===== config.mk =====
export PLATFORM = sky130hd
export DESIGN_NAME = pcm_playback_dma_fifo_channel_flat
export DESIGN_NICKNAME = d
export VERILOG_FILES = /design/src/sv/pcmdma_pkg.sv /design/src/sv/pcmdma_cmd_if.sv /design/src/sv/pcmdma_res_if.sv /design/src/sv/pcmdma_fifo.sv /design/src/sv/pcmdma_out_skid.sv /design/src/sv/pcm_playback_dma_fifo_channel.sv /design/src/flat_wrapper.sv
export SDC_FILE = /design/constraint.sdc
export NUM_CORES = 2
export LEC_CHECK = 0
export ABC_AREA = 1
export BUFFER_PORTS_ARGS = -buffer_cell sky130_fd_sc_hd__buf_2
export CORE_ASPECT_RATIO = 1.5
export CORE_UTILIZATION = 26
export CTS_CLUSTER_DIAMETER = 80
export DETAILED_ROUTE_END_ITERATION = 16
export SYNTH_ARGS = -nofsm -noshare
export SYNTH_HDL_FRONTEND = slang
export SYNTH_SLANG_ARGS = --single-unit

===== constraint.sdc =====
create_clock -name clk -period 9.39 [get_ports clk]
set_clock_uncertainty 0.2 [all_clocks]
set_input_delay 2.3475 -clock clk [delete_from_list [all_inputs] [get_ports clk]]
set_output_delay 2.3475 -clock clk [all_outputs]
set_load 0.05 [all_outputs]

===== src/sv/pcmdma_pkg.sv =====
// shared types, codes and constants for the pcm playback dma channel
// no dependencies; imported by every module of the block
package pcmdma_pkg;

  localparam int FIFO_BYTES = 32;
  localparam int POS_W      = $clog2(FIFO_BYTES);
  localparam int LANE_ROWS  = FIFO_BYTES / 4;
  localparam int ROW_W      = POS_W - 2;
  localparam int CFG_IDX_W  = 3;
  localparam int CFG_DATA_W = 32;

  // room check: one more word fits while the level is at most this
  localparam logic [31:0] ROOM_LIMIT = 32'(FIFO_BYTES - 4);

  typedef enum logic [2:0] {
    OP_START     = 3'd0,
    OP_STOP      = 3'd1,
    OP_CLEAR_IRQ = 3'd2,
    OP_DMA_REQ   = 3'd3,
    OP_DMA_FILL  = 3'd4,
    OP_TICK      = 3'd5
  } op_t;

  typedef enum logic [1:0] {
    FMT_MONO8     = 2'd0,
    FMT_STEREO8   = 2'd1,
    FMT_MONO16    = 2'd2,
    FMT_STEREO16  = 2'd3
  } fmt_t;

  typedef enum logic [CFG_IDX_W-1:0] {
    REG_BASE_ADDRESS     = 3'd0,
    REG_BUFFER_FRAMES    = 3'd1,
    REG_FRAGMENT_FRAMES  = 3'd2,
    REG_SAMPLE_FORMAT    = 3'd3,
    REG_INTERRUPT_ENABLE = 3'd4,
    REG_FREE_RUN         = 3'd5,
    REG_PAUSED           = 3'd6
  } cfg_reg_t;

  typedef struct packed {
    logic signed [15:0] left_sample;
    logic signed [15:0] right_sample;
    logic               fetch_valid;
    logic [31:0]        fetch_address;
    logic               irq;
    logic [15:0]        frames_left;
    logic [15:0]        samples_left_quarter;
  } res_t;

  // 17-bit counter step with a floor at the most negative value
  function automatic logic signed [16:0] count_down(input logic signed [16:0] c);
    logic signed [16:0] r;
    if (c == 17'sh10000) begin
      r = c;
    end else begin
      r = c - 17'sd1;
    end
    return r;
  endfunction

  // 8-bit sample: flip the sign bit and move to the upper byte
  function automatic logic [15:0] unpack8(input logic [7:0] b);
    return {b ^ 8'h80, 8'h00};
  endfunction

endpackage


===== src/sv/pcmdma_cmd_if.sv =====
// command channel: operation and fetched memory word
// depends on nothing but the handshake signals it carries
interface pcmdma_cmd_if;
  logic        valid;
  logic        ready;
  logic [2:0]  operation;
  logic [31:0] mem_word;

  modport source (output valid, output operation, output mem_word, input ready);
  modport sink   (input valid, input operation, input mem_word, output ready);
endinterface


===== src/sv/pcmdma_res_if.sv =====
// result channel: samples, fetch request and status per command word
// depends on nothing but the handshake signals it carries
interface pcmdma_res_if;
  logic               valid;
  logic               ready;
  logic signed [15:0] left_sample;
  logic signed [15:0] right_sample;
  logic               fetch_valid;
  logic [31:0]        fetch_address;
  logic               irq;
  logic [15:0]        frames_left;
  logic [15:0]        samples_left_quarter;

  modport source (output valid, output left_sample, output right_sample,
                  output fetch_valid, output fetch_address, output irq,
                  output frames_left, output samples_left_quarter, input ready);
  modport sink   (input valid, input left_sample, input right_sample,
                  input fetch_valid, input fetch_address, input irq,
                  input frames_left, input samples_left_quarter, output ready);
endinterface


===== src/sv/pcmdma_fifo.sv =====
// sample fifo as four byte lanes, one word written, four bytes read a cycle
// depends on pcmdma_pkg
module pcmdma_fifo (
  input  logic                        clk,
  input  logic                        rst,
  input  logic                        wr_en,
  input  logic [pcmdma_pkg::ROW_W-1:0] wr_row,
  input  logic [31:0]                 wr_word,
  input  logic [pcmdma_pkg::POS_W-1:0] rd_pos,
  output logic [3:0][7:0]             rd_bytes
);
  import pcmdma_pkg::*;

  logic [LANE_ROWS-1:0][7:0] lane_mem [4];
  logic [3:0][7:0]           lane_byte;

  // each lane is written at the same row, a word is always lane aligned
  always_ff @(posedge clk) begin
    if (rst) begin
      for (int j = 0; j < 4; j++) begin
        lane_mem[j] <= '0;
      end
    end else if (wr_en) begin
      for (int j = 0; j < 4; j++) begin
        lane_mem[j][wr_row] <= wr_word[8*j +: 8];
      end
    end
  end

  // each lane supplies the one byte of the window that falls in it
  always_comb begin
    logic [1:0]       k;
    logic [POS_W-1:0] pos;
    for (int j = 0; j < 4; j++) begin
      k            = 2'(j) - rd_pos[1:0];
      pos          = rd_pos + POS_W'(k);
      lane_byte[j] = lane_mem[j][pos[POS_W-1:2]];
    end
  end

  always_comb begin
    for (int k = 0; k < 4; k++) begin
      rd_bytes[k] = lane_byte[rd_pos[1:0] + 2'(k)];
    end
  end

endmodule


===== src/sv/pcmdma_out_skid.sv =====
// result register with a skid stage so the command side keeps flowing
// depends on pcmdma_pkg
module pcmdma_out_skid (
  input  logic              clk,
  input  logic              rst,
  input  logic              in_valid,
  output logic              in_ready,
  input  pcmdma_pkg::res_t  in_data,
  output logic              out_valid,
  input  logic              out_ready,
  output pcmdma_pkg::res_t  out_data
);
  import pcmdma_pkg::*;

  logic skid_valid;
  res_t skid_data;

  assign in_ready = !skid_valid;

  always_ff @(posedge clk) begin
    if (rst) begin
      out_valid  <= 1'b0;
      skid_valid <= 1'b0;
    end else if (out_valid && !out_ready) begin
      if (in_valid && in_ready) begin
        skid_valid <= 1'b1;
      end
    end else if (skid_valid) begin
      out_valid  <= 1'b1;
      skid_valid <= 1'b0;
    end else begin
      out_valid <= in_valid;
    end
  end

  always_ff @(posedge clk) begin
    if (out_valid && !out_ready) begin
      if (in_valid && in_ready) begin
        skid_data <= in_data;
      end
    end else if (skid_valid) begin
      out_data <= skid_data;
    end else if (in_valid) begin
      out_data <= in_data;
    end
  end

endmodule


===== src/sv/pcm_playback_dma_fifo_channel.sv =====
// pcm playback dma channel: one command word in, one result word out
// a result is registered in the result register (or the skid, if the output stalls) as its command word is taken
// throughput: one command word every cycle while the skid is empty; all state updates in that cycle
// a two-deep output stage (result register plus skid) keeps input flowing
// reset (synchronous, active high) clears all state, config and the fifo
// depends on pcmdma_pkg, pcmdma_cmd_if, pcmdma_res_if, pcmdma_fifo, pcmdma_out_skid
module pcm_playback_dma_fifo_channel (
  input  logic                              clk,
  input  logic                              rst,
  input  logic                              cfg_write,
  input  logic [pcmdma_pkg::CFG_IDX_W-1:0]  cfg_index,
  input  logic [pcmdma_pkg::CFG_DATA_W-1:0] cfg_data,
  pcmdma_cmd_if.sink                        cmd,
  pcmdma_res_if.source                      res
);
  import pcmdma_pkg::*;

  // configuration registers
  logic [31:0] base_address;
  logic [15:0] buffer_frames;
  logic [15:0] fragment_frames;
  fmt_t        sample_format;
  logic        interrupt_enable;
  logic        free_run;
  logic        paused;

  // channel state
  logic [31:0]        write_count, write_count_next;
  logic [31:0]        read_count, read_count_next;
  logic [31:0]        sample_pointer, sample_pointer_next;
  logic [31:0]        sample_byte_counter, sample_byte_counter_next;
  logic signed [16:0] buffer_counter, buffer_counter_next;
  logic signed [16:0] fragment_counter, fragment_counter_next;
  logic               restart_pending, restart_pending_next;
  logic               channel_active, channel_active_next;
  logic               fill_pending, fill_pending_next;
  logic               interrupt_flag, interrupt_flag_next;

  logic               accept;
  op_t                op;
  logic [31:0]        level;
  logic               grant;
  logic               fill_go;
  logic               skid_ready;
  logic [3:0][7:0]    fifo_bytes;
  logic signed [16:0] frag_dec;
  logic signed [16:0] buf_dec;
  logic [15:0]        left, right;
  res_t               result;
  res_t               res_data;

  assign accept    = cmd.valid && cmd.ready;
  assign cmd.ready = skid_ready;
  assign op        = op_t'(cmd.operation);

  // ---------------------------------------------------------------
  // configuration writes, only expected while the channel is idle
  // ---------------------------------------------------------------
  always_ff @(posedge clk) begin
    if (rst) begin
      base_address     <= '0;
      buffer_frames    <= '0;
      fragment_frames  <= '0;
      sample_format    <= FMT_MONO8;
      interrupt_enable <= 1'b0;
      free_run         <= 1'b0;
      paused           <= 1'b0;
    end else if (cfg_write) begin
      unique case (cfg_reg_t'(cfg_index))
        REG_BASE_ADDRESS:     base_address     <= cfg_data;
        REG_BUFFER_FRAMES:    buffer_frames    <= cfg_data[15:0];
        REG_FRAGMENT_FRAMES:  fragment_frames  <= cfg_data[15:0];
        REG_SAMPLE_FORMAT:    sample_format    <= fmt_t'(cfg_data[1:0]);
        REG_INTERRUPT_ENABLE: interrupt_enable <= cfg_data[0];
        REG_FREE_RUN:         free_run         <= cfg_data[0];
        REG_PAUSED:           paused           <= cfg_data[0];
        default: ;
      endcase
    end
  end

  // ---------------------------------------------------------------
  // fifo: level is the byte distance between writer and reader,
  // modulo 2^32; the reader window is the four bytes at read_count
  // ---------------------------------------------------------------
  assign level   = write_count - read_count;
  assign grant   = (op == OP_DMA_REQ) && channel_active && !paused &&
                   (free_run || level <= ROOM_LIMIT);
  assign fill_go = (op == OP_DMA_FILL) && fill_pending;

  pcmdma_fifo u_fifo (
    .clk      (clk),
    .rst      (rst),
    .wr_en    (accept && fill_go),
    .wr_row   (write_count[POS_W-1:2]),
    .wr_word  (cmd.mem_word),
    .rd_pos   (read_count[POS_W-1:0]),
    .rd_bytes (fifo_bytes)
  );

  // fragment and buffer counters step down once per filled word
  assign frag_dec = count_down(fragment_counter);
  assign buf_dec  = count_down(buffer_counter);

  // ---------------------------------------------------------------
  // next state and result for the command word at the port
  // ---------------------------------------------------------------
  always_comb begin
    write_count_next         = write_count;
    read_count_next          = read_count;
    sample_pointer_next      = sample_pointer;
    sample_byte_counter_next = sample_byte_counter;
    buffer_counter_next      = buffer_counter;
    fragment_counter_next    = fragment_counter;
    restart_pending_next     = restart_pending;
    channel_active_next      = channel_active;
    fill_pending_next        = fill_pending;
    interrupt_flag_next      = interrupt_flag;
    left                     = '0;
    right                    = '0;

    unique case (op)
      OP_START: begin
        restart_pending_next = 1'b1;
        channel_active_next  = 1'b1;
      end
      OP_STOP: begin
        channel_active_next = 1'b0;
        fill_pending_next   = 1'b0;
      end
      OP_CLEAR_IRQ: begin
        interrupt_flag_next = 1'b0;
      end
      OP_DMA_REQ: begin
        if (grant) begin
          // a pending restart reloads pointer and counters first
          if (restart_pending) begin
            restart_pending_next     = 1'b0;
            sample_pointer_next      = base_address;
            buffer_counter_next      = $signed({1'b0, buffer_frames});
            sample_byte_counter_next = {16'd0, buffer_frames};
            fragment_counter_next    = $signed({1'b0, fragment_frames});
          end
          fill_pending_next = 1'b1;
        end
      end
      OP_DMA_FILL: begin
        if (fill_go) begin
          fill_pending_next   = 1'b0;
          write_count_next    = write_count + 32'd4;
          sample_pointer_next = sample_pointer + 32'd4;
          // fragment end reloads at once and may flag an interrupt
          if (frag_dec <= 17'sd0) begin
            fragment_counter_next = $signed({1'b0, fragment_frames});
            if (interrupt_enable) begin
              interrupt_flag_next = 1'b1;
            end
          end else begin
            fragment_counter_next = frag_dec;
          end
          // buffer end arms a restart for the next granted request
          buffer_counter_next = buf_dec;
          if (buf_dec <= 17'sd0) begin
            restart_pending_next = 1'b1;
          end
        end
      end
      OP_TICK: begin
        // too few bytes held gives silence and leaves the reader alone
        case (sample_format)
          FMT_MONO8: begin
            if (level >= 32'd1) begin
              left                     = unpack8(fifo_bytes[0]);
              right                    = left;
              read_count_next          = read_count + 32'd1;
              sample_byte_counter_next = sample_byte_counter - 32'd1;
            end
          end
          FMT_STEREO8: begin
            if (level >= 32'd2) begin
              left                     = unpack8(fifo_bytes[0]);
              right                    = unpack8(fifo_bytes[1]);
              read_count_next          = read_count + 32'd2;
              sample_byte_counter_next = sample_byte_counter - 32'd2;
            end
          end
          FMT_MONO16: begin
            if (level >= 32'd2) begin
              left                     = {fifo_bytes[1], fifo_bytes[0]};
              right                    = left;
              read_count_next          = read_count + 32'd2;
              sample_byte_counter_next = sample_byte_counter - 32'd2;
            end
          end
          default: begin
            if (level >= 32'd4) begin
              left                     = {fifo_bytes[1], fifo_bytes[0]};
              right                    = {fifo_bytes[3], fifo_bytes[2]};
              read_count_next          = read_count + 32'd4;
              sample_byte_counter_next = sample_byte_counter - 32'd4;
            end
          end
        endcase
      end
      default: ;  // unused codes only report status
    endcase

    result.left_sample          = $signed(left);
    result.right_sample         = $signed(right);
    result.fetch_valid          = grant;
    result.fetch_address        = sample_pointer_next;
    result.irq                  = interrupt_flag_next;
    result.frames_left          = buffer_counter_next[15:0];
    result.samples_left_quarter = sample_byte_counter_next[17:2];
  end

  always_ff @(posedge clk) begin
    if (rst) begin
      write_count         <= '0;
      read_count          <= '0;
      sample_pointer      <= '0;
      sample_byte_counter <= '0;
      buffer_counter      <= '0;
      fragment_counter    <= '0;
      restart_pending     <= 1'b0;
      channel_active      <= 1'b0;
      fill_pending        <= 1'b0;
      interrupt_flag      <= 1'b0;
    end else if (accept) begin
      write_count         <= write_count_next;
      read_count          <= read_count_next;
      sample_pointer      <= sample_pointer_next;
      sample_byte_counter <= sample_byte_counter_next;
      buffer_counter      <= buffer_counter_next;
      fragment_counter    <= fragment_counter_next;
      restart_pending     <= restart_pending_next;
      channel_active      <= channel_active_next;
      fill_pending        <= fill_pending_next;
      interrupt_flag      <= interrupt_flag_next;
    end
  end

  // ---------------------------------------------------------------
  // result word: registered, with a skid word behind it
  // ---------------------------------------------------------------
  pcmdma_out_skid u_out (
    .clk       (clk),
    .rst       (rst),
    .in_valid  (cmd.valid),
    .in_ready  (skid_ready),
    .in_data   (result),
    .out_valid (res.valid),
    .out_ready (res.ready),
    .out_data  (res_data)
  );

  assign res.left_sample          = res_data.left_sample;
  assign res.right_sample         = res_data.right_sample;
  assign res.fetch_valid          = res_data.fetch_valid;
  assign res.fetch_address        = res_data.fetch_address;
  assign res.irq                  = res_data.irq;
  assign res.frames_left          = res_data.frames_left;
  assign res.samples_left_quarter = res_data.samples_left_quarter;

  // ---------------------------------------------------------------
  // checks
  // ---------------------------------------------------------------
  a_grant_arms_fill: assert property (@(posedge clk) disable iff (rst)
    accept && grant |=> fill_pending)
    else $error("granted request did not arm a fill");

  a_no_grant_idle: assert property (@(posedge clk) disable iff (rst)
    !channel_active |-> !grant)
    else $error("request granted on an inactive channel");

  a_stop_clears: assert property (@(posedge clk) disable iff (rst)
    accept && op == OP_STOP |=> !channel_active && !fill_pending)
    else $error("stop left the channel running");

  a_writer_aligned: assert property (@(posedge clk) disable iff (rst)
    write_count[1:0] == 2'd0)
    else $error("fifo writer lost word alignment");

  a_fill_advances: assert property (@(posedge clk) disable iff (rst)
    accept && fill_go |=> write_count == $past(write_count) + 32'd4)
    else $error("fill did not advance the writer by one word");

endmodule


===== src/flat_wrapper.sv =====
// flat-port wrapper written by rule: the top's interface ports become plain ports
module pcm_playback_dma_fifo_channel_flat import pcmdma_pkg::*;
  (clk, rst, cfg_write, cfg_index, cfg_data, cmd_valid, cmd_operation, cmd_mem_word, cmd_ready, res_valid, res_left_sample, res_right_sample, res_fetch_valid, res_fetch_address, res_irq, res_frames_left, res_samples_left_quarter, res_ready);
  pcmdma_cmd_if cmd_i ();
  pcmdma_res_if res_i ();
  input  logic clk;
  input  logic rst;
  input  logic cfg_write;
  input  logic [pcmdma_pkg::CFG_IDX_W-1:0] cfg_index;
  input  logic [pcmdma_pkg::CFG_DATA_W-1:0] cfg_data;
  input wire logic [$bits(cmd_i.valid)-1:0] cmd_valid;
  input wire logic [$bits(cmd_i.operation)-1:0] cmd_operation;
  input wire logic [$bits(cmd_i.mem_word)-1:0] cmd_mem_word;
  output wire logic [$bits(cmd_i.ready)-1:0] cmd_ready;
  output wire logic [$bits(res_i.valid)-1:0] res_valid;
  output wire logic [$bits(res_i.left_sample)-1:0] res_left_sample;
  output wire logic [$bits(res_i.right_sample)-1:0] res_right_sample;
  output wire logic [$bits(res_i.fetch_valid)-1:0] res_fetch_valid;
  output wire logic [$bits(res_i.fetch_address)-1:0] res_fetch_address;
  output wire logic [$bits(res_i.irq)-1:0] res_irq;
  output wire logic [$bits(res_i.frames_left)-1:0] res_frames_left;
  output wire logic [$bits(res_i.samples_left_quarter)-1:0] res_samples_left_quarter;
  input wire logic [$bits(res_i.ready)-1:0] res_ready;
  assign cmd_i.valid = cmd_valid;
  assign cmd_i.operation = cmd_operation;
  assign cmd_i.mem_word = cmd_mem_word;
  assign cmd_ready = cmd_i.ready;
  assign res_valid = res_i.valid;
  assign res_left_sample = res_i.left_sample;
  assign res_right_sample = res_i.right_sample;
  assign res_fetch_valid = res_i.fetch_valid;
  assign res_fetch_address = res_i.fetch_address;
  assign res_irq = res_i.irq;
  assign res_frames_left = res_i.frames_left;
  assign res_samples_left_quarter = res_i.samples_left_quarter;
  assign res_i.ready = res_ready;
  pcm_playback_dma_fifo_channel u_core (.clk(clk), .rst(rst), .cfg_write(cfg_write), .cfg_index(cfg_index), .cfg_data(cfg_data), .cmd(cmd_i), .res(res_i));
endmodule

## Word level (Yosys, flattened, before mapping)

Memories as Yosys holds them, arrays and structs flattened.
Cells that the tools add are included.

- Output and inout port bits: 100
- Memory bits (writable): 256
- Input bits: 75
- Memories kept: 1
- Word-level logic and storage cells: 727
- Bits in registers: 433

- Add/subtract/negate cells: 22
- Equality and inequality tests: 24
- Muxes and demuxes: 330
- Reductions and logical operators: 40
- $lt $le $gt $ge: 16
- Bitwise gates (word level): 259

Memory list:

| memory | depth | bits a word | rd ports | clocked after Yosys merged registers in | wr ports | line | source |
|---|---|---|---|---|---|---|---|
| u_core.u_fifo.lane_mem | 4 | 64 | 4 | 0 | 4 | pcmdma_fifo.sv:14 | `logic [LANE_ROWS-1:0][7:0] lane_mem [4];` |

Operator list:

| cell | number |
|---|---|
| two-way mux 32 bit | 11 |
| two-way mux 1 bit | 269 |
| OR 1 bit | 256 |
| one-hot mux 32 bit (2 select lines) | 4 |
| two-way mux 98 bit | 2 |
| two-way mux 17 bit | 9 |
| two-way mux 16 bit | 8 |
| adder 32 x 3 -> 32 bit, second input constant | 3 |
| binary-select mux 8 bit (select 3 bit) | 4 |
| one-hot mux 16 bit (3 select lines) | 2 |
| two-way mux 8 bit | 9 |
| one-hot mux 17 bit (2 select lines) | 2 |
| binary-select mux 8 bit (select 2 bit) | 4 |
| two-way mux 64 bit | 1 |
| == test 17 bit, second input constant | 2 |
| <= comparator 17 x 1 -> 1 bit, second input constant | 2 |
| subtractor 17 x 2 -> 17 bit, second input constant | 2 |
| adder 32 x 1 -> 32 bit, second input constant | 1 |
| adder 32 x 2 -> 32 bit, second input constant | 1 |
| greater-or-equal comparator 32 x 1 -> 1 bit, second input constant | 1 |
| greater-or-equal comparator 32 x 2 -> 1 bit, second input constant | 1 |
| greater-or-equal comparator 32 x 3 -> 1 bit, second input constant | 1 |
| <= comparator 32 x 5 -> 1 bit, second input constant | 1 |
| subtractor 32 x 1 -> 32 bit, second input constant | 1 |
| 37 further kinds | 94 |

## Depth between registers and ports, before layout

- Depth in word-level cells: 12
- Mapped depth: 29
- Depth with buffers taken out: 27

## Modules after synthesis

A second synthesis with hierarchy kept.

- Cell total of the unflattened synthesis: 5437
- Area total of the unflattened synthesis: 39845.7 sq um

Modules (own cells, without submodules):

| module | area an instance (sq um) | times used | sequential area each (sq um) | cells each |
|---|---|---|---|---|
| pcm_playback_dma_fifo_channel | 20161.8 | 1 | 4384.2 | 3549 |
| pcmdma_fifo | 12507.0 | 1 | 7687.4 | 1364 |
| pcmdma_out_skid | 7176.9 | 1 | 5925.7 | 524 |

## Worst setup path before layout

Ideal clock, no wire load.

- Path type: input port to flip-flop
- Start point: in cmd_valid
- End point: reg u_core.u_out.skid_data[0] (netlist bit) (enable)
- Arrival time: 7252 ps
- Stages: 6
- Path buffers: 2
- Required time: 8634 ps
- Library setup time: 556 ps
- Setup slack: 1382 ps
- Cells stage by stage: inv_1 nor2_1 inv_1 clkbuf_1 clkbuf_1 nor2_1

- Cells in the longest elaborated chain, start to end: 2

Ends and longest elaborated chain:

| item | line | source |
|---|---|---|
| start, declared | flat_wrapper.sv:11 | `input wire logic [$bits(cmd_i.valid)-1:0] cmd_valid;` |
| logical AND 1 bit | pcmdma_out_skid.sv:38 | `if (in_valid && in_ready) begin` |
| AND reduction 2 bit (no source line) | n/a |  |
| end signal, assigned | pcmdma_out_skid.sv:39 | `skid_data <= in_data;` |
| end, declared | pcmdma_out_skid.sv:16 | `res_t skid_data;` |

No other way between the ends.
A chain may end at the register's enable or synchronous reset.

## Final worst setup path

- Start point: reg u_core.read_count[2]
- End point: reg u_core.fragment_counter[4]

- Cells in the longest elaborated chain, start to end: 6

Ends and longest elaborated chain:

| item | line | source |
|---|---|---|
| start, declared | pcm_playback_dma_fifo_channel.sv:29 | `logic [31:0] read_count, read_count_next;` |
| start signal, assigned | pcm_playback_dma_fifo_channel.sv:231 | `read_count <= read_count_next;` |
| subtractor 32 bit | pcm_playback_dma_fifo_channel.sv:86 | `assign level = write_count - read_count;` |
| <= comparator 32 x 5 -> 1 bit | pcm_playback_dma_fifo_channel.sv:88 | `(free_run \|\| level <= ROOM_LIMIT);` |
| logical OR 1 bit | pcm_playback_dma_fifo_channel.sv:88 |  |
| logical AND 1 bit | pcm_playback_dma_fifo_channel.sv:87 | `assign grant = (op == OP_DMA_REQ) && channel_active && !paused &&` |
| inequality test 2 x 1 -> 1 bit (no source line) | n/a |  |
| AND reduction 5 bit (no source line) | n/a |  |
| end signal, assigned | pcm_playback_dma_fifo_channel.sv:235 | `fragment_counter <= fragment_counter_next;` |
| end, declared | pcm_playback_dma_fifo_channel.sv:33 | `logic signed [16:0] fragment_counter, fragment_counter_next;` |

No other way between the ends.

==> results_dict.tcl <==
set metrics [dict create \
    place_ws_ns 2.71 \
    clockRootBuffer "clkbuf_16" \
    synthCells 5175 \
    synth_area_um2 38600 \
    ctsHoldBuffers 0 \
    routedWlPerCell_um 19.1 \
    ys_ff_latch 673 \
    critPathLaunchType "register" \
    fin_cells 7222 \
    cts_tree "built" \
    synth_most_common_cell "nand2_1" \
    path_delay_family "simple AND/OR/NAND/NOR gates" \
    post_cts_buffers 0 \
    ant_nets 0 \
    setup_tns_ns 0 \
    route.vias.total 35700 \
    fin_area_um2 43900 \
    dieArea_um2 150000 \
    cp.buffers_inverters 2 \
    first_global_vias 33900 \
    timing.slew.headroom_pct 23.8 \
    fp-row-count 172 \
    drtIter0Drc 3038 \
    syn-num-nets 5299 \
    period_minus_slack_ns 6.64 \
    worstMarginPinSlew_ns 1.14 \
    io_buffers 174 \
    synthFlopType "edfxtp_1" \
    synth_edf_count 452 \
    critPathSlowestCell "clkinv_1" \
    power_switching_mw 2.20 \
    status "finished clean" \
    postCtsResizedCells 0 \
    synth_top_area_share_pct 35.2 \
    cp_max_fo 43 \
    clkLatencyLatePin_ns 0.69 \
    pin_count 175 \
    hp-class "reg -> reg" \
    ir_drop_uv 106 \
    clkPwrFrac_pct 41.0 \
    setup-violations-final 0 \
    rsz0062_at_grt "false" \
    area_delta_synth_final_pct 13.8 \
    gr-total-overflow 0 \
    nets 5369 \
    power_density_nw_per_um2 173 \
    power.static_leakage_nw 19.0 \
    synth_top_cells_by_count "nand2_1, nor2_1, inv_1, edfxtp_1, o21ai_0" \
    fmax_mhz 151 \
    grtUsageTotal_pct 17.9 \
    grt_max_degree 85 \
    numCtsBuffers 77 \
    drive_gt1_share_pct 8.35 \
    hpwl_um 95500 \
    place.gp.congestion 0.983 \
    critical-path-max-stage-delay_ns 1.04 \
    drc 0 \
    yosys-top-cells-area "edfxtp_1, nand2_1, dfxtp_1" \
    core-area_um2 147000 \
    ys_seq_area_share_pct 46.6 \
    clockBufferDepth 3 \
    ys_warn_count 0 \
    die_h_um 474 \
    fin_crit_sh_pct 70.8 \
    hold_viol 0 \
    synth.avg_cell_area_um2 7.46 \
    via_per_inst 4.94 \
    yosys.area.top_type "edfxtp_1" \
    postSynth.asyncResetShare_pct 0 \
    die_x_um 317 \
    fin_util_pct 29.9 \
    start_util_pct 26.3 \
    slew_viol_final 0 \
    synthDistinctLibCells 62 \
    placedInstanceArea_um2 41400 \
    critPathMostFrequentCell "nand2_1" \
    cp.required_ns 9.72 \
    cts_sinks 673 \
    cts.clk_slew.worst_paths_ns 0.06 \
    critical_path_arrival_ns 6.97 \
    worst_slack_ns 2.75 \
    htree_levels 3 \
    wl_um 138000 \
    hold_slack_ns 0.275 \
    grt_first_pass_wirelength_um 206000 \
    grt_antenna_before_repair 6 \
    power_mw 7.60 \
    endpoint_kind "register" \
    comb_power_share_pct 14.6 \
    switching_share_pct 28.9 \
    max-cap-violations 0 \
    dp_cells 7080 \
    critPathKind "reg -> reg" \
    pwr-share-seq_pct 44.4 \
    first_pass_iters 8 \
    internal_power_mw 5.40 \
    path_cells "buf_4, clkinv_1, ha_1, nand2_1, nor2_1, nand2_1, nand3_1, nand2_1, nand2_1, nand2_1, nand2_1, nand2_1, nor2_4, nand2_4, nor2_1, nand3_2, nand2_4, nand3_4, nand2_2, nand2_1, o21ai_0, a21oi_1" \
]
layout make-up:
type,count,area (µm²)
Fill cell,15800,103000
Sequential cell,673,18000
Multi-Input combinational cell,3687,17500
Tap cell,1914,2390
Inverter,575,2160
Clock buffer,99,2070
Timing Repair Buffer,231,1300
Clock inverter,42,474
Antenna cell,1,2.50
sequential cells by signal (all words and copies together), names as in the netlist, 2 cells and up:
signal	cells
u_core.read_count	32
u_core.sample_format	2
u_core.sample_byte_counter	18
u_core.u_out.skid_data	98
u_core.write_count	30
u_core.base_address	32
u_core.sample_pointer	32
u_core.buffer_counter	17
u_core.fragment_counter	17
u_core.buffer_frames	16
u_core.u_out.out_data	98
u_core.u_fifo.lane_mem	256
u_core.fragment_frames	16
routing by layer:
layer / track usage (%) / share of wire [%] / up-vias
met2: 31.5 / 49 / 1358
li1: - / - / 17200
met4: 9.54 / 5.2 / 6
met1: 21.0 / 39 / 16800
met3: 2.36 / 6.0 / 313
met5: 0 / 0.018 / -
final timing paths:
check | startpoint | to | slack, ns | cells past startpoint
setup / recovery | u_core.read_count[2] | u_core.fragment_counter[4] | 2.75 | 22
hold / removal | u_core.buffer_frames[7] | u_core.buffer_frames[7] | 0.28 | 2
setup reg to reg | u_core.read_count[2] | u_core.fragment_counter[4] | 2.75 | 22
hold reg to reg | u_core.buffer_frames[7] | u_core.buffer_frames[7] | 0.28 | 2
tightest hold or removal path, stage by stage (launching register included):
cell and delay [ns]:
dfxtp_1 0.29, inv_1 0.07, a21oi_1 0.06
layout by cell type, fill, tap and decap left out, types with 11 or more instances in the layout:
master     count
nand2_1     1344
nor2_1       778
inv_1        544
edfxtp_1     452
o21ai_0      367
nand3_1      318
a21oi_1      275
dfxtp_1      220
buf_2        173
xor2_1        79
clkbuf_16     79
nand4_1       75
nor3_1        73
buf_4         58
ha_1          48
o211ai_1      44
mux2i_1       35
nor4_1        26
o21ai_1       25
a31oi_1       24
clkinv_1      23
nand2_2       20
clkinv_2      18
clkbuf_1      18
o22ai_1       15
nand3_2       13
inv_2         13
o2111ai_1     13
o31ai_1       12
nor2_2        11
xnor2_1       11
nor2_4        11
cell families (layout without fill, tap and decap cells):
logic type                 after synthesis  in the layout  synth area share, %
AOI/OAI and AO/OA                      813            813                 11.5
xor gates and xnor gates                91             91                 2.07
adders and majority gates               49             49                 1.59
buffers and inverters                  815            947                 8.11
DFF                                    673            673                 46.6
muxes                                   40             40                 1.05
other                                    0              1                    0
and+or+nand+nor                       2694           2694                 29.1
power groups by stage:
stage	clock network, mW	logic, mW	registers, mW
after floorplan	0	0.669	3.52
after detailed placement	0	1.11	3.44
after global placement	0	1.10	3.43
final	3.12	1.11	3.37
after global routing	3.27	1.23	3.38
after CTS	3.17	1.11	3.37
Note: power is estimated with default switching activity, not from simulation.
